File: config.mk
export PLATFORM = sky130hd
export DESIGN_NAME = swos_ram
export DESIGN_NICKNAME = d
export VERILOG_FILES = /design/src/swos_ram.sv
export SDC_FILE = /design/constraint.sdc
export NUM_CORES = 2
export LEC_CHECK = 0
export ABC_AREA = 1
export BUFFER_PORTS_ARGS = -buffer_cell sky130_fd_sc_hd__buf_2
export CORE_MARGIN = 10
export CORE_UTILIZATION = 63
export DETAILED_ROUTE_END_ITERATION = 7
export PLACE_DENSITY_LB_ADDON = 0.12
export SKIP_CTS_REPAIR_TIMING = 1
export SLEW_MARGIN = 0
export SYNTH_ARGS = -nofsm -noshare
export SYNTH_HDL_FRONTEND = slang
export SYNTH_SLANG_ARGS = --single-unit
export TNS_END_PERCENT = 50
File: constraint.sdc
create_clock -name aclk -period 5.75 [get_ports aclk]
set_clock_uncertainty 0.15 [all_clocks]
set_input_delay 0.2875 -clock aclk [delete_from_list [all_inputs] [get_ports aclk]]
set_output_delay 0.2875 -clock aclk [all_outputs]
set_load 0.01 [all_outputs]
File: src/swos_ram.sv
`timescale 1ns / 1ps

module swos_ram #(
    parameter int WIDTH = 32,
    parameter int DEPTH = 64
) (
    input  logic                     aclk,
    input  logic                     we,
    input  logic [$clog2(DEPTH)-1:0] waddr,
    input  logic [WIDTH-1:0]         wdata,
    input  logic                     re,
    input  logic [$clog2(DEPTH)-1:0] raddr,
    output logic [WIDTH-1:0]         rdata
);

    logic [WIDTH-1:0] mem_reg [DEPTH];
    logic [WIDTH-1:0] rdata_reg;

    always_ff @(posedge aclk) begin
        if (we) begin
            mem_reg[waddr] <= wdata;
        end
        if (re) begin
            rdata_reg <= mem_reg[raddr];
        end
    end

    assign rdata = rdata_reg;

endmodule

---- Word-level counts from Yosys, hierarchy flattened ----
Memories as Yosys holds them, arrays and structs flattened. A register that Yosys moved wholly into a read port is not among the register bits.
Index checks and enable logic that the tools add are counted.
Widths: inputs -> output; s select.
storage, ports and cells
  flip-flop bits (word level) ............. 0
  latch bits .............................. 0
  bits in writable memories ............... 2048
  ROM bits ................................ 0
  input port bits ......................... 47
  output and inout port bits .............. 32
  memories ................................ 1
operators by class
  add/sub/neg operators ................... 0
  multiply operators ...................... 0
  div/mod/pow operators ................... 0
  magnitude comparators ................... 0
  equality and inequality tests ........... 0
  shift operators ......................... 0
  muxes and demuxes ....................... 2
  bitwise gates (word level) .............. 0
  reductions and logical operators ........ 0
memory list
  name     depth  bits a word  rd ports  clocked after Yosys merged registers in  write ports  line  text
  mem_reg  64     32           1         1                                        1            16    logic [WIDTH-1:0] mem_reg [DEPTH];
operators by type and width
  operator  number
  $mux 1    2

---- Depth between registers and ports, before layout ----
  depth after elaboration ................. 2
  gate-level depth with buffers ........... 13
  mapped depth without buffers ............ 9

---- Worst setup path before layout ----
OpenSTA, ideal clock, no wires.
  path kind ............................... input -> register
  start ................................... input we
  end ..................................... memory mem_reg[48][0] (enable)
  library setup time ...................... 502 ps
  data arrival time ....................... 3915 ps
  path slack .............................. 1183 ps
  cell stages on the path ................. 3
  path buffers ............................ 1
  cells stage by stage .................... clkbuf_1 nand4_1 nor4_1
between the ends
  word-level cells in the longest chain between the ends .. 2
ends and longest elaborated chain
  element                       line  text
  start, declared               8     input logic we,
  $mux 1                        20    if (we) begin
  $mux 1 (implied by the code)  21    mem_reg[waddr] <= wdata;
  end, declared                 16
No other way between the ends.

==> results.cfg <==
[worst_setup_path]
critPathMaxFanout = 181
crit_slowest_cell = buf_4
cp-start-kind = primary input
path_cells = buf_8 -> inv_16 -> buf_4 -> nand2_1 -> nand3_1 -> nand3_1 -> nand3_1 -> nand3_1 -> nand2_1 -> nand2_1 -> nand2_1
crit_family = buffers and inverters
required_ns = 6.28
max_stage_delay_ns = 0.75
cp_num_buf_inv = 3
arrival_ns = 3.60
endpoint_kind = flip-flop
reg2reg_from = mem_reg[49][13]$_DFFE_PP_
worstSetupStartpoint = raddr[0]
crit_type = primary input to flip-flop

[global_routing]
grt_pass1_vias = 51336
use_met3_pct = 8.88
grt.total_usage_pct = 31.2
grt_antenna_before_repair = 19
grt_max_degree = 217
grt_use_met1_pct = 43.7
grtUsageMet2_pct = 46.9
grt-ovfl-total = 0
grt_pass1_wl_microns = 338000
top_usage_layer = met2

[flow_run]
maxCapViolCount = 0

[layout]
stdcell_area_sq_mm = 0.0917
instances_no_fill = 8665
drive_gt1_share_pct = 8.00
largest_reg_flops = 2048
area_delta_synth_final_pct = 10.4
fin_nets = 6787

[run_status]
outcome = completed

[clock_tree]
htreeDepth = 4
clock_sinks = 2080
cts.clk_slew.worst_paths_ns = 0.06
clock_latency_ns = 0.84
cts_tree = done
cts.root.buffer_cell = clkbuf_16
cts_made_buffers = 200
ctsLongestPathBuffers = 3

[yosys]
async_reset_ff_share_pct = 0
synthDominantCellAreaShare_pct = 75.2
synth_ff_type = edfxtp_1
syn_area_sq_mm = 0.0831
avgSynthCellArea_sq_um = 12.3
ys_seq_area_share_pct = 75.2
ys_top_cells_by_area = edfxtp_1 (75%), nand3_1 (11%), nand2_1 (10%), buf_2 (1.7%), buf_4 (0.41%)
synth_seq_cells = 2080
synth_edf_count = 2080
syn_nets = 6816
yosys_warnings = 0
synthCells = 6769
yosysTopAreaCell = edfxtp_1
synth_common_cells = nand2_1 (2248), edfxtp_1 (2080), nand3_1 (1907)
yosys.cell_count.top_type = nand2_1
yosysUniqueCellTypes = 15

[routing]
avgViaCountPerCell = 6.31
first_pass_iters = 8
drt-total-wl_microns = 232000
route.detailed.drc = 0
wire_per_inst_microns = 26.8
vias = 54653
drt.antenna.violating_nets = 0
drtIter0Drc = 8038

[min_path]
min-delay-start = wdata[26]
hold_class = primary input to flip-flop

[power_and_ir_drop]
finalPower_mw = 31.6
leakagePower_nw = 32.2
vdd_drop_max_v = 0.000277
power_density_mw_per_mm2 = 344

[sta]
setup_viol = 0
max_freq_mhz = 326
setup_tns_ns = 0
rsz0062_at_grt = false
slew_headroom_pct = 7.00
slew_viol_final = 0
final.min_clock_period_ns = 3.07
period_share_pct = 53.4
whs_ns = 0.0102
tightestPinTransition_ns = 1.39
finalHoldViolations = 0

[floorplan]
coreArea_sq_mm = 0.131
die_w_microns = 383
die_h_microns = 383
pin_count = 79
rows = 133
start_util_pct = 63.3
die-area_sq_mm = 0.147

[placed_design]
placed_area_sq_mm = 0.0853
place_inst = 8291
dp_hpwl_microns = 122000
portBuffers = 78
gp_congestion = 0.848
-- path summary, 6_finish.rpt --
path	end	slack, ns	cells past startpoint
worst max register to register	rdata[13]$_DFFE_PP_	3.60	8
worst max-delay path	rdata[3]$_DFFE_PP_	2.68	11
worst min register to register	rdata[9]$_DFFE_PP_	0.72	8
worst min-delay path	mem_reg[50][26]$_DFFE_PP_	0.01	2
-- routing by layer --
| metal | vias to the layer above | share of wire (%) |
|---|---|---|
| li1 | 24093 | - |
| met1 | 26695 | 37 |
| met2 | 3396 | 45 |
| met3 | 455 | 14 |
| met4 | 14 | 3.3 |
| met5 | - | 0.038 |
-- final cells by class --
| class | instances | area [sq um] |
|---|---|---|
| inverters | 12 | 81.3 |
| fillers | 8894 | 39600 |
| well taps | 1755 | 2200 |
| diodes | 7 | 17.5 |
| repair buffers | 218 | 1860 |
| clock buffers | 258 | 5390 |
| flip-flops and latches | 2080 | 62500 |
| clock inverters | 107 | 900 |
| multi-input cells | 4228 | 18800 |
-- metrics by stage --
step                util [%]  worst slack, ns
CTS                     69.8             2.79
global route            69.8             2.55
global placement        65.0             1.97
detailed placement      65.0             1.92
finish                  69.8             2.68
floorplan                  -             1.18
-- power by group --
group	internal (mW)	switching, mW	total (mW)
Sequential	16.8	0.0743	16.9
Clock	7.21	5.49	12.7
Combinational	0.447	1.51	1.96
-- layout by cell type (no fill, tap or decap) --
master	instances
diode_2	7
clkinv_2	31
clkinv_1	49
buf_8	3
inv_2	2
clkbuf_16	208
nand3_1	1907
buf_6	1
nor2_4	56
buf_2	69
clkinv_8	3
nand4_1	9
buf_4	114
bufinv_16	14
clkinvlp_4	6
edfxtp_1	2080
inv_1	6
nand2_1	2248
inv_8	2
dlygate4sd3_1	2
inv_16	2
nor4_2	8
inv_6	4
buf_12	29
clkbuf_1	50
-- cells by family (layout without fill, tap and decap cells) --
logic type	count (synthesis)	in the layout	synth area share [%]
DFF	2080	2080	75.2
buffers and inverters	461	595	2.77
other	0	7	0
and+or+nand+nor	4228	4228	22.0
Power figures use the tool's default switching activity.
