`src/swos_pkg.sv`:
```
`timescale 1ns / 1ps

package swos_pkg;

    localparam int WINDOW_MAX_DEF  = 64;
    localparam int SAMPLE_BITS_DEF = 32;

    // fixed field widths
    localparam int FRAC_W      = 17;
    localparam int Q_FRAC_BITS = 16;
    localparam int CFG_DATA_W  = 32;
    localparam int CFG_ADDR_W  = 3;

    localparam int LEN_RESET   = 20;
    localparam logic [FRAC_W-1:0] QUANT_RESET = 17'd32768;
    localparam logic [FRAC_W-1:0] QUANT_ONE   = 17'd65536;
    localparam logic [FRAC_W-1:0] FRAC_HALF   = 17'd32768;

    localparam int FIFO_DEPTH = 2;

    typedef enum logic {
        REG_WINDOW_LENGTH = 1'b0,
        REG_QUANTILE      = 1'b1
    } reg_index_t;

    typedef struct packed {
        logic wr_len;
        logic wr_quant;
    } cfg_wr_t;

    typedef struct packed {
        logic remove;
        logic insert;
    } cells_cmd_t;

endpackage

```
`src/swos_front.sv`:
```
`timescale 1ns / 1ps

module swos_front import swos_pkg::*; #(
    parameter int SAMPLE_BITS = SAMPLE_BITS_DEF
) (
    input  logic                   aclk,
    input  logic                   aresetn,
    input  logic                   s_tvalid,
    output logic                   s_tready,
    input  logic [SAMPLE_BITS-1:0] s_sample,
    output logic                   q_valid,
    input  logic                   q_pop,
    output logic [SAMPLE_BITS-1:0] q_data
);

    localparam int PTR_W = (FIFO_DEPTH > 1) ? $clog2(FIFO_DEPTH) : 1;
    localparam int CNT_W = $clog2(FIFO_DEPTH + 1);
    localparam logic [SAMPLE_BITS-1:0] SIGN_MASK = {1'b1, {(SAMPLE_BITS-1){1'b0}}};

    logic [SAMPLE_BITS-1:0] mem_reg [FIFO_DEPTH];
    logic [PTR_W-1:0]       wr_ptr_reg;
    logic [PTR_W-1:0]       rd_ptr_reg;
    logic [CNT_W-1:0]       cnt_reg;
    logic                   push;
    logic                   pop;

    assign s_tready = (cnt_reg != CNT_W'(FIFO_DEPTH));
    assign q_valid  = (cnt_reg != '0);
    assign q_data   = mem_reg[rd_ptr_reg];
    assign push     = s_tvalid && s_tready;
    assign pop      = q_pop && q_valid;

    // offset-binary so the sorter compares unsigned
    always_ff @(posedge aclk) begin
        if (push) begin
            mem_reg[wr_ptr_reg] <= s_sample ^ SIGN_MASK;
        end
    end

    always_ff @(posedge aclk) begin
        if (!aresetn) begin
            wr_ptr_reg <= '0;
            rd_ptr_reg <= '0;
            cnt_reg    <= '0;
        end else begin
            if (push) begin
                wr_ptr_reg <= (wr_ptr_reg == PTR_W'(FIFO_DEPTH - 1)) ? '0 : wr_ptr_reg + 1'b1;
            end
            if (pop) begin
                rd_ptr_reg <= (rd_ptr_reg == PTR_W'(FIFO_DEPTH - 1)) ? '0 : rd_ptr_reg + 1'b1;
            end
            if (push && !pop) begin
                cnt_reg <= cnt_reg + 1'b1;
            end else if (pop && !push) begin
                cnt_reg <= cnt_reg - 1'b1;
            end
        end
    end

endmodule

```
`config.mk`:
```
export PLATFORM = sky130hd
export DESIGN_NAME = swos_front
export DESIGN_NICKNAME = d
export VERILOG_FILES = /design/src/swos_pkg.sv /design/src/swos_front.sv
export SDC_FILE = /design/constraint.sdc
export NUM_CORES = 1
export LEC_CHECK = 0
export ABC_AREA = 1
export BUFFER_PORTS_ARGS = -buffer_cell sky130_fd_sc_hd__buf_2
export CORE_ASPECT_RATIO = 2
export CORE_MARGIN = 1
export CORE_UTILIZATION = 50
export DETAILED_ROUTE_END_ITERATION = 10
export PLACE_DENSITY_LB_ADDON = 0.2
export SYNTH_ARGS = -nofsm -noshare
export SYNTH_HDL_FRONTEND = slang
export SYNTH_SLANG_ARGS = --single-unit
export TNS_END_PERCENT = 30
```
`constraint.sdc`:
```
create_clock -name aclk -period 3.3 [get_ports aclk]
set_clock_uncertainty 0.1 [all_clocks]
set_input_delay 0.66 -clock aclk [delete_from_list [all_inputs] [get_ports aclk]]
set_output_delay 0.66 -clock aclk [all_outputs]
set_load 0.01 [all_outputs]
```
# Yosys cells after proc, flatten, opt, wreduce, memory -nomap -nowiden
# Memory sizes are Yosys's and may differ from the RTL's. A register that Yosys moved wholly into a read port is not among the register bits.
# Index checks and enable logic that the tools add are counted.
# word_totals
reg_bits	4
latchBits	0
ram_bits	64
rom_bits	0
inputBits	36
mem_count	1
# op_classes
n_addsub	4
multipliers	0
div	0
magnitude_cmp	0
n_eq_ne	1
shifts	0
n_mux	8
n_bitwise	1
reduce_logical	8
# mem_list
name	depth	word_bits	rd	rd_clocked_by_memory_dff	write_ports	line	text
mem_reg	2	32	1	1	1	swos_front.sv:20	logic [SAMPLE_BITS-1:0] mem_reg [FIFO_DEPTH];
# ops
op	count
2-to-1 mux 1 bit	6
logical AND 1 bit	4
2-to-1 mux 2 bit	2
nonzero test 2 bit	2
adder 1 bit (second input constant)	2
adder 2 x 1 -> 2 bit (second input constant)	1
logical NOT 1 bit	2
inequality test 2 bit (second input constant)	1
subtractor 2 x 1 -> 2 bit (second input constant)	1
NOT 1 bit	1

# Logic depth before layout (Yosys ltp)
# depth
ltp_word	6
mapped_depth	11
ltp_nobuf	11

# Least setup slack after synthesis
# No wires, ideal clock.
# synth_timing
kind	input to register
startpoint	input s_tvalid
endpoint	memory mem_reg[1][0] in the netlist's numbering (enable)
t_arrival_ps	2083
required_ps	2779
setup_slack_ps	696
cell_stages	2
path_buffers	0
path_cell_list	nand2_2 nor2_1
# synth_between
elab_chain_len	3
# synth_rtl
element	line	text
from (decl)	swos_front.sv:8	input logic s_tvalid,
logical AND 1 bit	swos_front.sv:30	assign push = s_tvalid && s_tready;
2-to-1 mux 1 bit	swos_front.sv:35	if (push) begin
2-to-1 mux 1 bit (not written as such)	swos_front.sv:36	mem_reg[wr_ptr_reg] <= s_sample ^ SIGN_MASK;
to (decl)	swos_front.sv:20	
# Every way passes these cells.

==> flow_summary_export.csv <==
group,metric,value,unit
route,drt_wl_total,4370,um
yosys,yosysTopAreaCellShare,0.708,
route,vias,1386,
timing,finalSetupViolations,0,
global_route,grt-busiest-layer,"met2",
critical_path,critPathLaunchType,"flop",
floorplanning,rows,37,
critical_path,r2r_end,"mem_reg[0][18]$_DFFE_PP_",
placement,dpl.hpwl,3100,um
finish,nFillCells,387,
timing,worst_hold_slack,0.412,ns
run,cap_violations,0,
timing,rsz0062_at_grt,"false",
pwr,p_int,1.84,mW
global_route,grt_use_total,0.177,
clocking,clockRootBuffer,"clkbuf_8",
critical_path,cpMaxStageDelayCell,"dfxtp_2",
critical_path,critical_path.top_delay_family,"flip-flops",
global_route,met2_usage,0.285,
finish,final_nets,253,
timing,tightest_slew,0.928,ns
status,run_status,"completed",
placement,place_congestion,0.672,
route,drt-initial-drc-count,48,
placement,port_buffers,69,
timing,slew_violations,0,
yosys,netlist_area,2710,um^2
yosys,yosysTopAreaCell,"edfxtp_1",
pwr,clock_power_share,0.279,
global_route,gr-usage-met3,0.0629,
global_route,antenna_found_initial,0,
floorplanning,die_width,54.1,um
yosys,syn_avg_cell_area,19.7,um^2
route,viasPerCell,4.97,
critical_path,r2r-start,"cnt_reg[0]$_SDFFE_PN0P_",
global_route,grt_overflow_total,0,
floorplanning,ios,70,
critical_path,worstPathRequired,2.54,ns
critical_path,worstSetupPathDepth,3,
yosys,synth_top_cells_by_area,"edfxtp_1 (71%), mux2_4 (17%), dfxtp_1 (3.7%)",
finish,layout-drive-gt1-share,0.548,
clocking,insertion_delay,0.33,ns
timing,period_needed,2.43,ns
clocking,cts-resized-gates,0,
clocking,cts_tree,"yes",
critical_path,cp.arrival,1.67,ns
pwr,power.density,762,nW/um^2
critical_path,crit_chain,"buf_4, mux2_2, buf_2",
finish,largest_reg_flops,64,
critical_path,endpoint_kind,"primary output",
yosys,ys_seq_elements,69,
timing,slew_headroom,0.380,
clocking,cts_made_buffers,9,
placement,dp_cells,263,
floorplanning,core_area,5180,um^2
critical_path,rrSetupSlack,1.41,ns
route,drc,0,
pwr,switchingPower,0.669,mW
finish,area_growth,21.5,%
yosys,ys_seq_area_frac,0.745,
pwr,vdd_drop_max,567,uV
floorplanning,start_util,0.523,
global_route,grt_max_degree,33,
clocking,clk_pin_slew_worst_paths,0.07,ns
critical_path,slowest_delay,0.49,ns
finish,diodes,0,
critical_path,path_class,"reg -> out",
clocking,cts_hold_buf,0,
clocking,clock-sinks,69,
timing,setup_ws,0.873,ns
pwr,pwr-share-seq,0.464,
clocking,cts_max_path_buffers,2,
global_route,use_met1,0.187,
clocking,post_cts_buffers,0,
timing,hold_violations,0,
yosys,yosys_warnings,0,
critical_path,reg2reg_depth,4,
floorplanning,dieArea,5740,um^2
pwr,comb_power_share,0.256,
timing,period_share,0.736,
route,route.antenna.remaining_nets,0,
pwr,p_leak,1.34,nW
yosys,syn-num-nets,175,
hold_path,hold_class,"reg -> reg",
critical_path,crit_end,"q_data[12]",
placement,pre_cts_ws,1.21,ns
route,drtPass1Iterations,4,
floorplanning,dieHeight,106,um
yosys,netlist_instances,138,
global_route,grt_first_pass_wirelength,6890,um
yosys,synth_cell_types,17,
finish,final_cells,279,
critical_path,cp_max_fo,15,
critical_path,crit_buf_inv,2,
clocking,htreeDepth,3,
timing,setup_tns,0,ns
pwr,swShare,0.266,
timing,max_freq,0.412,GHz
global_route,first_global_vias,1519,
route,wl_per_cell,15.6,um
==> kinds of logic (layout without fill, tap and decap cells) <==
logic type	after synthesis	count (layout)	share of synthesized area
fa+ha+maj	1	1	0.00461
flops	69	69	0.745
mux	32	32	0.174
simple gates	19	19	0.0286
buf+inv	13	96	0.0387
compound gates	4	4	0.00830
==> area by class of cell <==
class | count | area, um^2 | share of cell area
well taps | 58 | 72.6 | 0.0220
flip-flops and latches | 69 | 2020 | 0.614
clock buffers | 10 | 128 | 0.0387
inverters | 9 | 33.8 | 0.0103
clock inverters | 6 | 77.6 | 0.0235
repair buffers | 71 | 360 | 0.109
multi-input cells | 56 | 601 | 0.182
==> through the flow <==
| stage | cell area (um^2) | utilization | power, mW |
|---|---|---|---|
| 6_report | 3300 | 0.636 | 2.51 |
| 5_1_grt | 3300 | 0.636 | 2.64 |
| 4_1_cts | 3300 | 0.636 | 2.54 |
| 3_5_place_dp | 3090 | 0.596 | 1.84 |
| 3_3_place_gp | 3090 | 0.596 | 1.79 |
| 2_1_floorplan | 2710 | - | 1.65 |
==> cell usage after synthesis <==
master    instances
a21oi_1           1
buf_12            3
buf_6             1
dfxtp_1           5
edfxtp_1         64
ha_1              1
inv_1             8
inv_2             1
mux2_2            2
mux2_4           30
nand2_1           8
nand2_2           1
nand3_1           1
nand4_1           1
nor2_1            8
o21a_1            1
o21ai_0           2
==> power groups by stage <==
stage | Sequential [mW] | Clock [mW] | Combinational [mW]
floorplan | 1.16 | 0 | 0.493
global placement | 1.18 | 0 | 0.617
detailed placement | 1.19 | 0 | 0.649
CTS | 1.17 | 0.717 | 0.652
global route | 1.18 | 0.762 | 0.697
finish | 1.17 | 0.702 | 0.644
==> worst reg2reg max path, delay by kind of cell (launching register included) <==
family	cells	cell delay (ns)
and+or+nand+nor	3	0.96
buffers and inverters	1	0.08
DFF	1	0.38
==> cells in the final DEF, fill, tap and decap left out <==
cell        n
buf_2      69
edfxtp_1   64
mux2_4     30
clkbuf_8    9
nand2_1     8
inv_1       8
nor2_1      6
dfxtp_1     4
nor2_4      2
mux2_2      2
o21ai_0     2
clkinv_2    2
bufinv_16   2
clkinv_1    2
buf_4       2
inv_2       1
nand2_2     1
o21a_1      1
a21oi_1     1
nand3_1     1
nand4_1     1
ha_1        1
dfxtp_2     1
clkbuf_1    1
==> worst min-delay path by stage <==
| stage | to | from | slack [ns] | depth (start not counted) |
|---|---|---|---|---|
| global placement | rd_ptr_reg$_SDFFE_PN0P_ | rd_ptr_reg$_SDFFE_PN0P_ | 0.38 | 2 |
| detailed placement | rd_ptr_reg$_SDFFE_PN0P_ | rd_ptr_reg$_SDFFE_PN0P_ | 0.39 | 2 |
| floorplan | flop | rd_ptr_reg$_SDFFE_PN0P_ | 0.37 | 2 |
| global route | mem_reg[0][8]$_DFFE_PP_ | s_sample[8] | 0.40 | 1 |
| finish | rd_ptr_reg$_SDFFE_PN0P_ | rd_ptr_reg$_SDFFE_PN0P_ | 0.41 | 2 |
| CTS | mem_reg[1][4]$_DFFE_PP_ | s_sample[4] | 0.40 | 1 |
==> metal layers <==
metal / wire length (um) / vias up
met3: 245 / 13
met2: 2420 / 50
met1: 1550 / 654
met4: 150 / 0
li1: - / 669
met5: 0 / -
Note: power is estimated with default switching activity, not from simulation.
