<file path="src/swos_pkg.sv">
`timescale 1ns / 1ps

package swos_pkg;

    localparam int WINDOW_MAX_DEF  = 64;
    localparam int SAMPLE_BITS_DEF = 32;

    // fixed field widths
    localparam int FRAC_W      = 17;
    localparam int Q_FRAC_BITS = 16;
    localparam int CFG_DATA_W  = 32;
    localparam int CFG_ADDR_W  = 3;

    localparam int LEN_RESET   = 20;
    localparam logic [FRAC_W-1:0] QUANT_RESET = 17'd32768;
    localparam logic [FRAC_W-1:0] QUANT_ONE   = 17'd65536;
    localparam logic [FRAC_W-1:0] FRAC_HALF   = 17'd32768;

    localparam int FIFO_DEPTH = 2;

    typedef enum logic {
        REG_WINDOW_LENGTH = 1'b0,
        REG_QUANTILE      = 1'b1
    } reg_index_t;

    typedef struct packed {
        logic wr_len;
        logic wr_quant;
    } cfg_wr_t;

    typedef struct packed {
        logic remove;
        logic insert;
    } cells_cmd_t;

endpackage

</file>
<file path="src/swos_back.sv">
`timescale 1ns / 1ps

module swos_back import swos_pkg::*; #(
    parameter int WINDOW_MAX  = WINDOW_MAX_DEF,
    parameter int SAMPLE_BITS = SAMPLE_BITS_DEF
) (
    input  logic                                aclk,
    input  logic                                aresetn,
    input  cfg_wr_t                             cfg,
    input  logic [CFG_DATA_W-1:0]               cfg_data,
    output logic [$clog2(WINDOW_MAX+1)-1:0]     len_out,
    output logic [FRAC_W-1:0]                   quant_out,
    input  logic                                q_valid,
    output logic                                q_pop,
    input  logic [SAMPLE_BITS-1:0]              q_data,
    output cells_cmd_t                          cells_cmd,
    output logic [SAMPLE_BITS-1:0]              op_value,
    output logic [$clog2(WINDOW_MAX+1)-1:0]     fill,
    output logic [$clog2(WINDOW_MAX)-1:0]       rd_addr,
    input  logic [SAMPLE_BITS-1:0]              rd_data,
    input  logic [SAMPLE_BITS-1:0]              min_data,
    input  logic [$clog2(WINDOW_MAX+1)-1:0]     below,
    output logic                                ram_we,
    output logic [$clog2(WINDOW_MAX)-1:0]       ram_waddr,
    output logic [SAMPLE_BITS-1:0]              ram_wdata,
    output logic                                ram_re,
    output logic [$clog2(WINDOW_MAX)-1:0]       ram_raddr,
    input  logic [SAMPLE_BITS-1:0]              ram_rdata,
    output logic                                m_tvalid,
    input  logic                                m_tready,
    output logic [SAMPLE_BITS-1:0]              m_window_max,
    output logic [SAMPLE_BITS-1:0]              m_window_min,
    output logic [SAMPLE_BITS-1:0]              m_median_value,
    output logic [SAMPLE_BITS-1:0]              m_quantile_value,
    output logic [$clog2(WINDOW_MAX+1)-1:0]     m_sample_rank,
    output logic [FRAC_W-1:0]                   m_rank_fraction,
    output logic [$clog2(WINDOW_MAX+1)-1:0]     m_window_count
);

    localparam int IDX_W = $clog2(WINDOW_MAX);
    localparam int CNT_W = $clog2(WINDOW_MAX + 1);
    localparam int POS_W = FRAC_W + CNT_W;
    localparam int LO_W  = POS_W - Q_FRAC_BITS;
    localparam int PROD_W = SAMPLE_BITS + Q_FRAC_BITS;
    localparam int DIV_W = CNT_W + Q_FRAC_BITS;
    localparam int DCNT_W = $clog2(DIV_W + 1);
    localparam logic [SAMPLE_BITS-1:0] SIGN_MASK = {1'b1, {(SAMPLE_BITS-1){1'b0}}};

    typedef enum logic [3:0] {
        S_IDLE, S_EVRD, S_REMOVE, S_INSERT, S_POS, S_RD, S_QMUL, S_DIV, S_OUT
    } state_t;

    typedef enum logic [2:0] {
        RD_MAX, RD_MED_HI, RD_MED_LO, RD_Q_LO, RD_Q_HI
    } rd_step_t;

    state_t                 state_reg;
    rd_step_t               step_reg;
    logic [CNT_W-1:0]       len_reg;
    logic [FRAC_W-1:0]      quant_reg;
    logic [CNT_W-1:0]       fill_reg;
    logic [IDX_W-1:0]       oldest_reg;
    logic [IDX_W-1:0]       slot_reg;
    logic [SAMPLE_BITS-1:0] sample_reg;
    logic [CNT_W-1:0]       below_reg;
    logic [POS_W-1:0]       pos_reg;
    logic [SAMPLE_BITS-1:0] max_reg;
    logic [SAMPLE_BITS-1:0] med_hi_reg;
    logic [SAMPLE_BITS-1:0] med_lo_reg;
    logic [SAMPLE_BITS-1:0] qa_reg;
    logic [SAMPLE_BITS-1:0] qb_reg;
    logic [PROD_W-1:0]      prod_reg;
    logic                   use_a_reg;
    logic [CNT_W-1:0]       rem_reg;
    logic [DIV_W-1:0]       quot_reg;
    logic [DCNT_W-1:0]      div_cnt_reg;

    logic                   out_valid_reg;
    logic [SAMPLE_BITS-1:0] out_max_reg;
    logic [SAMPLE_BITS-1:0] out_min_reg;
    logic [SAMPLE_BITS-1:0] out_med_reg;
    logic [SAMPLE_BITS-1:0] out_quant_reg;
    logic [CNT_W-1:0]       out_rank_reg;
    logic [FRAC_W-1:0]      out_frac_reg;
    logic [CNT_W-1:0]       out_count_reg;

    logic [CNT_W-1:0]       len_clamped;
    logic [CNT_W:0]         slot_sum;
    logic [CNT_W:0]         slot_wrap;
    logic [IDX_W-1:0]       oldest_inc;
    logic [CNT_W-1:0]       n_m1;
    logic [CNT_W-1:0]       half;
    logic [IDX_W-1:0]       half_lo;
    logic [LO_W-1:0]        lo_full;
    logic [Q_FRAC_BITS-1:0] pos_f;
    logic [IDX_W-1:0]       lo_addr;
    logic [IDX_W-1:0]       lo_next_addr;
    logic [CNT_W:0]         rem_sh;
    logic [SAMPLE_BITS-1:0] med_a;
    logic [SAMPLE_BITS-1:0] med_sum;
    logic [SAMPLE_BITS-1:0] quant_sum;
    logic [SAMPLE_BITS-1:0] quant_res;

    always_comb begin
        len_clamped = cfg_data[CNT_W-1:0];
        if (len_clamped == '0) begin
            len_clamped = CNT_W'(1);
        end else if (len_clamped > CNT_W'(WINDOW_MAX)) begin
            len_clamped = CNT_W'(WINDOW_MAX);
        end
    end

    assign slot_sum   = {1'b0, CNT_W'(oldest_reg)} + {1'b0, fill_reg};
    assign slot_wrap  = (slot_sum >= {1'b0, len_reg}) ? slot_sum - {1'b0, len_reg} : slot_sum;
    assign oldest_inc = (CNT_W'(oldest_reg) + 1'b1 >= len_reg) ? '0 : oldest_reg + 1'b1;

    assign n_m1    = fill_reg - 1'b1;
    assign half    = fill_reg >> 1;
    assign half_lo = (half == '0) ? '0 : IDX_W'(half - 1'b1);
    assign lo_full = pos_reg[POS_W-1:Q_FRAC_BITS];
    assign pos_f   = pos_reg[Q_FRAC_BITS-1:0];
    assign lo_addr = lo_full[IDX_W-1:0];
    assign lo_next_addr = lo_addr + 1'b1;

    always_comb begin
        unique case (step_reg)
            RD_MAX:    rd_addr = IDX_W'(n_m1);
            RD_MED_HI: rd_addr = IDX_W'(half);
            RD_MED_LO: rd_addr = half_lo;
            RD_Q_LO:   rd_addr = lo_addr;
            RD_Q_HI:   rd_addr = lo_next_addr;
            default:   rd_addr = '0;
        endcase
    end

    assign q_pop          = (state_reg == S_IDLE) && q_valid;
    assign cells_cmd.remove = (state_reg == S_REMOVE);
    assign cells_cmd.insert = (state_reg == S_INSERT);
    assign op_value       = (state_reg == S_REMOVE) ? ram_rdata : sample_reg;
    assign fill           = fill_reg;

    assign ram_re    = q_pop && (fill_reg >= len_reg);
    assign ram_raddr = oldest_reg;
    assign ram_we    = (state_reg == S_INSERT);
    assign ram_waddr = slot_reg;
    assign ram_wdata = sample_reg;

    assign rem_sh = {rem_reg, quot_reg[DIV_W-1]};

    // floor average without overflow
    assign med_a     = fill_reg[0] ? med_hi_reg : med_lo_reg;
    assign med_sum   = (med_a & med_hi_reg) + ((med_a ^ med_hi_reg) >> 1);
    assign quant_sum = qa_reg + prod_reg[PROD_W-1:Q_FRAC_BITS];
    assign quant_res = (quant_reg > QUANT_ONE) ? '0 :
                       use_a_reg ? (qa_reg ^ SIGN_MASK) : (quant_sum ^ SIGN_MASK);

    always_ff @(posedge aclk) begin
        if (!aresetn) begin
            state_reg     <= S_IDLE;
            step_reg      <= RD_MAX;
            len_reg       <= CNT_W'(LEN_RESET);
            quant_reg     <= QUANT_RESET;
            fill_reg      <= '0;
            oldest_reg    <= '0;
            div_cnt_reg   <= '0;
            out_valid_reg <= 1'b0;
        end else begin
            if (out_valid_reg && m_tready) begin
                out_valid_reg <= 1'b0;
            end

            unique case (state_reg)
                S_IDLE: begin
                    if (q_valid) begin
                        sample_reg <= q_data;
                        if (fill_reg >= len_reg) begin
                            slot_reg   <= oldest_reg;
                            oldest_reg <= oldest_inc;
                            state_reg  <= S_EVRD;
                        end else begin
                            slot_reg  <= IDX_W'(slot_wrap);
                            state_reg <= S_INSERT;
                        end
                    end
                end
                S_EVRD: begin
                    state_reg <= S_REMOVE;
                end
                S_REMOVE: begin
                    fill_reg  <= fill_reg - 1'b1;
                    state_reg <= S_INSERT;
                end
                S_INSERT: begin
                    fill_reg  <= fill_reg + 1'b1;
                    below_reg <= below;
                    state_reg <= S_POS;
                end
                S_POS: begin
                    pos_reg   <= POS_W'(quant_reg) * POS_W'(n_m1);
                    step_reg  <= RD_MAX;
                    state_reg <= S_RD;
                end
                S_RD: begin
                    unique case (step_reg)
                        RD_MAX: begin
                            max_reg  <= rd_data;
                            step_reg <= RD_MED_HI;
                        end
                        RD_MED_HI: begin
                            med_hi_reg <= rd_data;
                            step_reg   <= RD_MED_LO;
                        end
                        RD_MED_LO: begin
                            med_lo_reg <= rd_data;
                            step_reg   <= RD_Q_LO;
                        end
                        RD_Q_LO: begin
                            qa_reg   <= rd_data;
                            step_reg <= RD_Q_HI;
                        end
                        RD_Q_HI: begin
                            qb_reg    <= rd_data;
                            state_reg <= S_QMUL;
                        end
                        default: begin
                            step_reg <= RD_MAX;
                        end
                    endcase
                end
                S_QMUL: begin
                    prod_reg    <= PROD_W'(qb_reg - qa_reg) * PROD_W'(pos_f);
                    use_a_reg   <= (pos_f == '0) || (lo_full + 1'b1 >= LO_W'(fill_reg));
                    rem_reg     <= '0;
                    quot_reg    <= {below_reg, {Q_FRAC_BITS{1'b0}}};
                    div_cnt_reg <= '0;
                    state_reg   <= S_DIV;
                end
                S_DIV: begin
                    // restoring division, one quotient bit per cycle
                    if (rem_sh >= {1'b0, n_m1}) begin
                        rem_reg  <= CNT_W'(rem_sh - {1'b0, n_m1});
                        quot_reg <= {quot_reg[DIV_W-2:0], 1'b1};
                    end else begin
                        rem_reg  <= rem_sh[CNT_W-1:0];
                        quot_reg <= {quot_reg[DIV_W-2:0], 1'b0};
                    end
                    div_cnt_reg <= div_cnt_reg + 1'b1;
                    if (div_cnt_reg == DCNT_W'(DIV_W - 1)) begin
                        state_reg <= S_OUT;
                    end
                end
                S_OUT: begin
                    if (!out_valid_reg || m_tready) begin
                        out_valid_reg <= 1'b1;
                        out_max_reg   <= max_reg ^ SIGN_MASK;
                        out_min_reg   <= min_data ^ SIGN_MASK;
                        out_med_reg   <= med_sum ^ SIGN_MASK;
                        out_quant_reg <= quant_res;
                        out_rank_reg  <= below_reg + 1'b1;
                        out_frac_reg  <= (fill_reg > CNT_W'(1)) ? quot_reg[FRAC_W-1:0] : FRAC_HALF;
                        out_count_reg <= fill_reg;
                        state_reg     <= S_IDLE;
                    end
                end
                default: begin
                    state_reg <= S_IDLE;
                end
            endcase

            if (cfg.wr_len) begin
                len_reg    <= len_clamped;
                fill_reg   <= '0;
                oldest_reg <= '0;
            end
            if (cfg.wr_quant) begin
                quant_reg <= cfg_data[FRAC_W-1:0];
            end
        end
    end

    assign len_out          = len_reg;
    assign quant_out        = quant_reg;
    assign m_tvalid         = out_valid_reg;
    assign m_window_max     = out_max_reg;
    assign m_window_min     = out_min_reg;
    assign m_median_value   = out_med_reg;
    assign m_quantile_value = out_quant_reg;
    assign m_sample_rank    = out_rank_reg;
    assign m_rank_fraction  = out_frac_reg;
    assign m_window_count   = out_count_reg;

    a_fill_le_len: assert property (@(posedge aclk) disable iff (!aresetn)
        fill_reg <= len_reg)
        else $error("fill count above window length");

    a_oldest_in_range: assert property (@(posedge aclk) disable iff (!aresetn)
        CNT_W'(oldest_reg) < len_reg)
        else $error("oldest pointer outside window");

    a_insert_grows: assert property (@(posedge aclk) disable iff (!aresetn)
        state_reg == S_INSERT |=> fill_reg == $past(fill_reg) + 1'b1)
        else $error("insert did not grow the window");

    a_remove_shrinks: assert property (@(posedge aclk) disable iff (!aresetn)
        state_reg == S_REMOVE |=> fill_reg == $past(fill_reg) - 1'b1)
        else $error("eviction did not shrink the window");

endmodule

</file>
<file path="config.mk">
export PLATFORM = sky130hd
export DESIGN_NAME = swos_back
export DESIGN_NICKNAME = d
export VERILOG_FILES = /design/src/swos_pkg.sv /design/src/swos_back.sv
export SDC_FILE = /design/constraint.sdc
export NUM_CORES = 2
export LEC_CHECK = 0
export BUFFER_PORTS_ARGS = -buffer_cell sky130_fd_sc_hd__buf_2
export CAP_MARGIN = 30
export CORE_MARGIN = 1
export CORE_UTILIZATION = 25
export DETAILED_ROUTE_END_ITERATION = 16
export PLACE_DENSITY = 0.41
export SLEW_MARGIN = 20
export SYNTH_ARGS = -nofsm -noshare
export SYNTH_HDL_FRONTEND = slang
export SYNTH_SLANG_ARGS = --single-unit
</file>
<file path="constraint.sdc">
create_clock -name aclk -period 20 [get_ports aclk]
set_clock_uncertainty 0.2 [all_clocks]
set_input_delay 1 -clock aclk [delete_from_list [all_inputs] [get_ports aclk]]
set_output_delay 1 -clock aclk [all_outputs]
set_load 0.01 [all_outputs]
</file>
# --- After elaboration in Yosys (flattened, before gate mapping) ---
# Index checks and enable logic that the tools add are counted.
totals:
  mem_bits_rw: 0
  latchBits: 0
  elab_cells: 135
  reg_bits: 517
  rom_bits: 0
  mem_count: 0
op_classes:
  add_sub_neg: 15
  reduce_logical: 29
  n_eq_ne: 18
  bitwise_logic: 8
  n_shift: 0
  n_div: 0
  muxes: 27
  order_cmp: 8
  multipliers: 2
ops:
  columns: ["operator", "count"]
  rows:
  - ["32-bit two-way mux", 3]
  - ["33-bit by 17-bit multiplier with 48-bit output", 1]
  - ["23-bit case mux with 2 select lines", 1]
  - ["4-bit case mux with 9 select lines", 1]
  - ["32-bit by 32-bit subtractor with 33-bit output", 1]
  - ["32-bit by 31-bit adder with 32-bit output", 1]
  - ["32-bit adder", 1]
  - ["32-bit AND", 1]
  - ["32-bit XOR", 1]
  - ["6-bit case mux with 5 select lines", 1]
  - ["7-bit case mux with 2 select lines", 2]
  - ["8-bit by 7-bit >= comparator with 1-bit output", 3]
  - ["17-bit by 7-bit multiplier with 24-bit output", 1]
  - ["6-bit two-way mux", 4]
  - ["3-bit AND reduction", 8]
  - ["7-bit two-way mux", 3]
  - ["17-bit > comparator (second input constant)", 1]
  - ["4-bit by 3-bit equality test with 1-bit output (second input constant)", 4]
  - ["16-bit zero test", 1]
  - ["4-bit two-way mux", 4]
  - ["3-bit case mux with 5 select lines", 1]
  - ["7-bit by 1-bit adder with 7-bit output (second input constant)", 2]
  - ["7-bit >= comparator", 2]
  - ["7-bit zero test", 2]
  - ["other kinds (33)", 57]

# --- Longest topological paths before layout ---
depth:
  ltp_word: 4
  mapped_depth: 36
  depth_no_buf: 35

# --- Worst setup path before layout ---
# Ideal clock, no wire load.
synth_path:
  kind: "flip-flop to flip-flop"
  from: "register qb_reg[0]"
  to: "register prod_reg[46] (data pin)"
  t_required_ns: 19.539
  stages_incl_launch_ff: 37
  period_less_slack_ns: 8.618
  setup_ns: 0.261
  path_slack_ns: 11.382
  arrival_ns: 8.157
  path_cell_list: "edfxtp_1 > inv_1 > ha_1 > inv_1 > fa_1 > a211oi_1 > o21ai_0 > a22oi_1 > o211ai_1 > a21o_1 > a21oi_1 > o21bai_1 > a21oi_1 > xnor2_1 > clkbuf_1 > and2_1 > fa_1 > inv_1 > fa_1 > fa_1 > inv_1 > fa_1 > fa_1 > inv_1 > fa_1 > inv_1 > ha_1 > clkbuf_1 > nand3_1 > or2_2 > o32ai_1 > a21oi_1 > o21ai_1 > nand3_1 > a21o_1 > and4_1 > a311o_1"
synth_via:
  elab_chain_len: 2
synth_lines:
  columns: ["element", "line_no", "source"]
  rows:
  - ["from (decl)", "swos_back.sv:71", "logic [SAMPLE_BITS-1:0] qb_reg;"]
  - ["from (signal assigned)", "swos_back.sv:222", "qb_reg <= rd_data;"]
  - ["32-bit by 32-bit subtractor with 33-bit output", "swos_back.sv:231", "prod_reg <= PROD_W'(qb_reg - qa_reg) * PROD_W'(pos_f);"]
  - ["33-bit by 17-bit multiplier with 48-bit output", "swos_back.sv:231", null]
  - ["to (signal assigned)", "swos_back.sv:231", null]
  - ["to (decl)", "swos_back.sv:72", "logic [PROD_W-1:0] prod_reg;"]
# No other way between the ends.
# A chain may end at the register's enable or synchronous reset.

# --- Final worst setup path ---
# Same ends and word-level chain as after synthesis.

==> flow_summary_export.csv <==
group,metric,value,unit
global_routing,grt_first_pass_wirelength,215300,µm
hold_path,hold_class,"flip-flop to flip-flop",
synthesis,synth_compound_area_share,8.170,%
clocking,ctsRootBufferMaster,"clkbuf_16",
worst_setup_path,path_class,"flip-flop to flip-flop",
clocking,clk-insertion-delay-late,0.67,ns
timing,period_share,50.98,%
power_and_ir_drop,vdd_drop_max,0.00009684,V
synthesis,synth_fa_ha_area_share,32.94,%
synthesis,syn-num-nets,5690,
clocking,cts_tree,"built",
timing,fmax,0.09807,GHz
clocking,hold_buffers,0,
synthesis,synth_top_family_by_area,"adder cells",
detailed_routing,drtIter0Drc,1678,
worst_setup_path,crit_top_cell,"fa_1",
synthesis,synth-simple-area-share,14.46,%
synthesis,synthArstFlopShare,0,%
clocking,htree_num_levels,2,
synthesis,ys.warnings.count,0,
detailed_routing,antenna_left,0,
timing,setup_viol,0,
synthesis,synth_top_area_share,28.72,%
finish,multi_input_area,29110,µm²
die,io_pins,451,
power_and_ir_drop,leakagePower,23.94,nW
detailed_routing,drt-total-wl,139500,µm
worst_setup_path,max_stage_delay,0.52,ns
timing,holdWs,0.2177,ns
power_and_ir_drop,powerDensity,103.8,nW/µm²
clocking,cts_buffers,59,
die,fp.dieH,436.3,µm
worst_setup_path,slowest_stage,"fa_1",
global_routing,grt_max_degree,131,
timing,relSlewSlack,31.79,%
finish,fill_cells,19820,
synthesis,synth-seq-cells,501,
placement,dpl.hpwl,107300,µm
clocking,cts.sinks,501,
detailed_routing,drt-pass1-iter-count,7,
global_routing,grt_usage,14.58,%
timing,finalCriticalPeriod,10.20,ns
synthesis,synth.yosys.seq_area_share,30.84,%
finish,drive_above_1_share,15.04,%
synthesis,syn_area_per_cell,10.21,µm²
synthesis,syn-instance-count,4617,
timing,hold_viol_final,0,
die,initial_core_util,25.14,%
clocking,path_clk_slew,0.06,ns
run_status,outcome,"finished clean",
worst_setup_path,start_kind,"flip-flop",
detailed_routing,drc_errors,0,
die,die_area,190400,µm²
worst_setup_path,arrival,10.42,ns
synthesis,synthXorXnorAreaFrac,3.158,%
synthesis,synthesis.area,47160,µm²
clocking,cts_resized,0,
synthesis,synth.area.top_cells,"edfxtp_1 29%, fa_1 24%, ha_1 8.8%",
detailed_routing,wl_per_cell,18.53,µm
synthesis,yosys.area.top_type,"edfxtp_1",
synthesis,synth_edf_count,451,
synthesis,muxShareOfSynthArea,2.563,%
timing,drv_slew,0,
detailed_routing,viasPerCell,4.469,
timing,worst_slew_pin_slew,1.023,ns
worst_setup_path,endpoint_kind,"flip-flop",
worst_setup_path,cp_data_required_time,20.22,ns
detailed_routing,vias,33640,
timing,rsz0062_at_grt,"false",
placement,gp_congestion,0.8077,
global_routing,overflow,0,
clocking,cts_buffer_depth,3,
worst_setup_path,path_max_fanout,16,
synthesis,dominantRegCellSynth,"edfxtp_1",
global_routing,grt_pass1_vias,35100,
finish,fin_nets,6054,
clocking,postCtsSetupBuffers,0,
run,maxCapViolations,0,
placement,io_buffers,435,
finish,area_growth,15.70,%
die,die_x,436.3,µm
global_routing,antenna_found_initial,3,
finish,seqCellArea,14550,µm²
synthesis,synth_cell_type_count,90,
die,rows,159,
die,core,187600,µm²
timing,fin_tns_setup,0,ns
==> logic make-up after synthesis <==
kind of cell,Yosys count
AND/OR/NAND/NOR,1381
AO/OA/AOI/OAI,578
adder cells (fa/ha/maj),900
XOR/XNOR,170
multiplexers,111
buffers and inverters,976
flip-flops,501
==> layout make-up <==
cell class,instances,share of cell area [%]
Multi-Input combinational cell,3140,53.35
Sequential cell,501,26.66
Tap cell,2495,5.722
Timing Repair Buffer,524,5.298
Inverter,755,5.194
Clock buffer,80,2.997
Clock inverter,32,0.7706
Antenna cell,1,0.004587
==> critical path, delay by kind of cell, from the launching register on <==
family,cells,cell delay (ns)
simple gates,5,1.23
xor+xnor,1,0.13
buf+inv,7,0.61
flops,1,0.37
compound gates,13,3.60
fa+ha+maj,9,3.79
==> cells in the final DEF, fill, tap and decap left out, drive strengths merged, types with 9 or more instances in the layout <==
cell    instances
inv           759
fa            569
buf           524
nand2         490
edfxtp        451
ha            331
and2          255
nor2          212
a21oi         179
xnor2         119
nand3          98
o21ai          93
clkbuf         80
mux2           72
a21o           59
nor3           59
nor2b          58
nand2b         53
xor2           51
dfxtp          50
mux2i          39
o21a           31
and3           31
nor4           29
o21bai         28
o211ai         23
a211oi         19
a31oi          19
clkinv         19
nor3b          16
or3            16
o311ai         15
nand4          13
and4           13
a311oi         12
or2            11
a311o          11
o31ai          11
nor4b           9
==> final timing paths <==
| kind | start | end | slack [ns] | cells after the start |
|---|---|---|---|---|
| worst max-delay path | qb_reg[0]$_DFFE_PP_ | prod_reg[46]$_DFFE_PP_ | 9.80 | 35 |
| worst max register to register | qb_reg[0]$_DFFE_PP_ | prod_reg[46]$_DFFE_PP_ | 9.80 | 35 |
| worst min register to register | max_reg[21]$_DFFE_PP_ | m_window_max[21]$_DFFE_PP_ | 0.22 | 0 |
| worst min-delay path | max_reg[21]$_DFFE_PP_ | m_window_max[21]$_DFFE_PP_ | 0.22 | 0 |
==> Yosys cell counts, types with 53 or more instances <==
library cell	number
a21o_1	59
a21oi_1	175
nor3_1	59
nand2_1	490
mux2_2	70
ha_1	331
inv_1	753
and2_1	255
nor2_1	212
nand3_1	98
clkbuf_1	192
fa_1	569
xnor2_1	119
nor2b_1	58
o21ai_0	86
edfxtp_1	451
nand2b_1	53
==> per-stage QoR <==
step	instances	total power [mW]	area [µm²]	setup WS [ns]	util, %
6_report	7528	5.662	54560	9.803	29.08
5_1_grt	7527	6.195	54560	9.244	29.08
4_1_cts	7523	5.806	54510	9.685	29.05
3_5_place_dp	7411	4.626	52450	9.668	27.96
3_3_place_gp	7404	4.620	52390	9.016	27.92
2_1_floorplan	4617	3.697	47160	11.38	-
==> report_power, final <==
part,leakage [nW],switching [mW],total (mW),internal [mW]
clock,1.00,0.471,1.14,0.669
sequential,4.49,0.0268,1.35,1.33
combinational,18.4,1.83,3.17,1.34
total,23.9,2.33,5.66,3.34
==> layer usage <==
layer	part of all wire (%)	GRT usage [%]	wire length, µm
met5	0	0	0
met4	1.8	2.937	2569
met3	3.3	1.643	4670
met2	51	26.51	71490
met1	44	18.44	60750
Note: power is estimated with default switching activity, not from simulation.
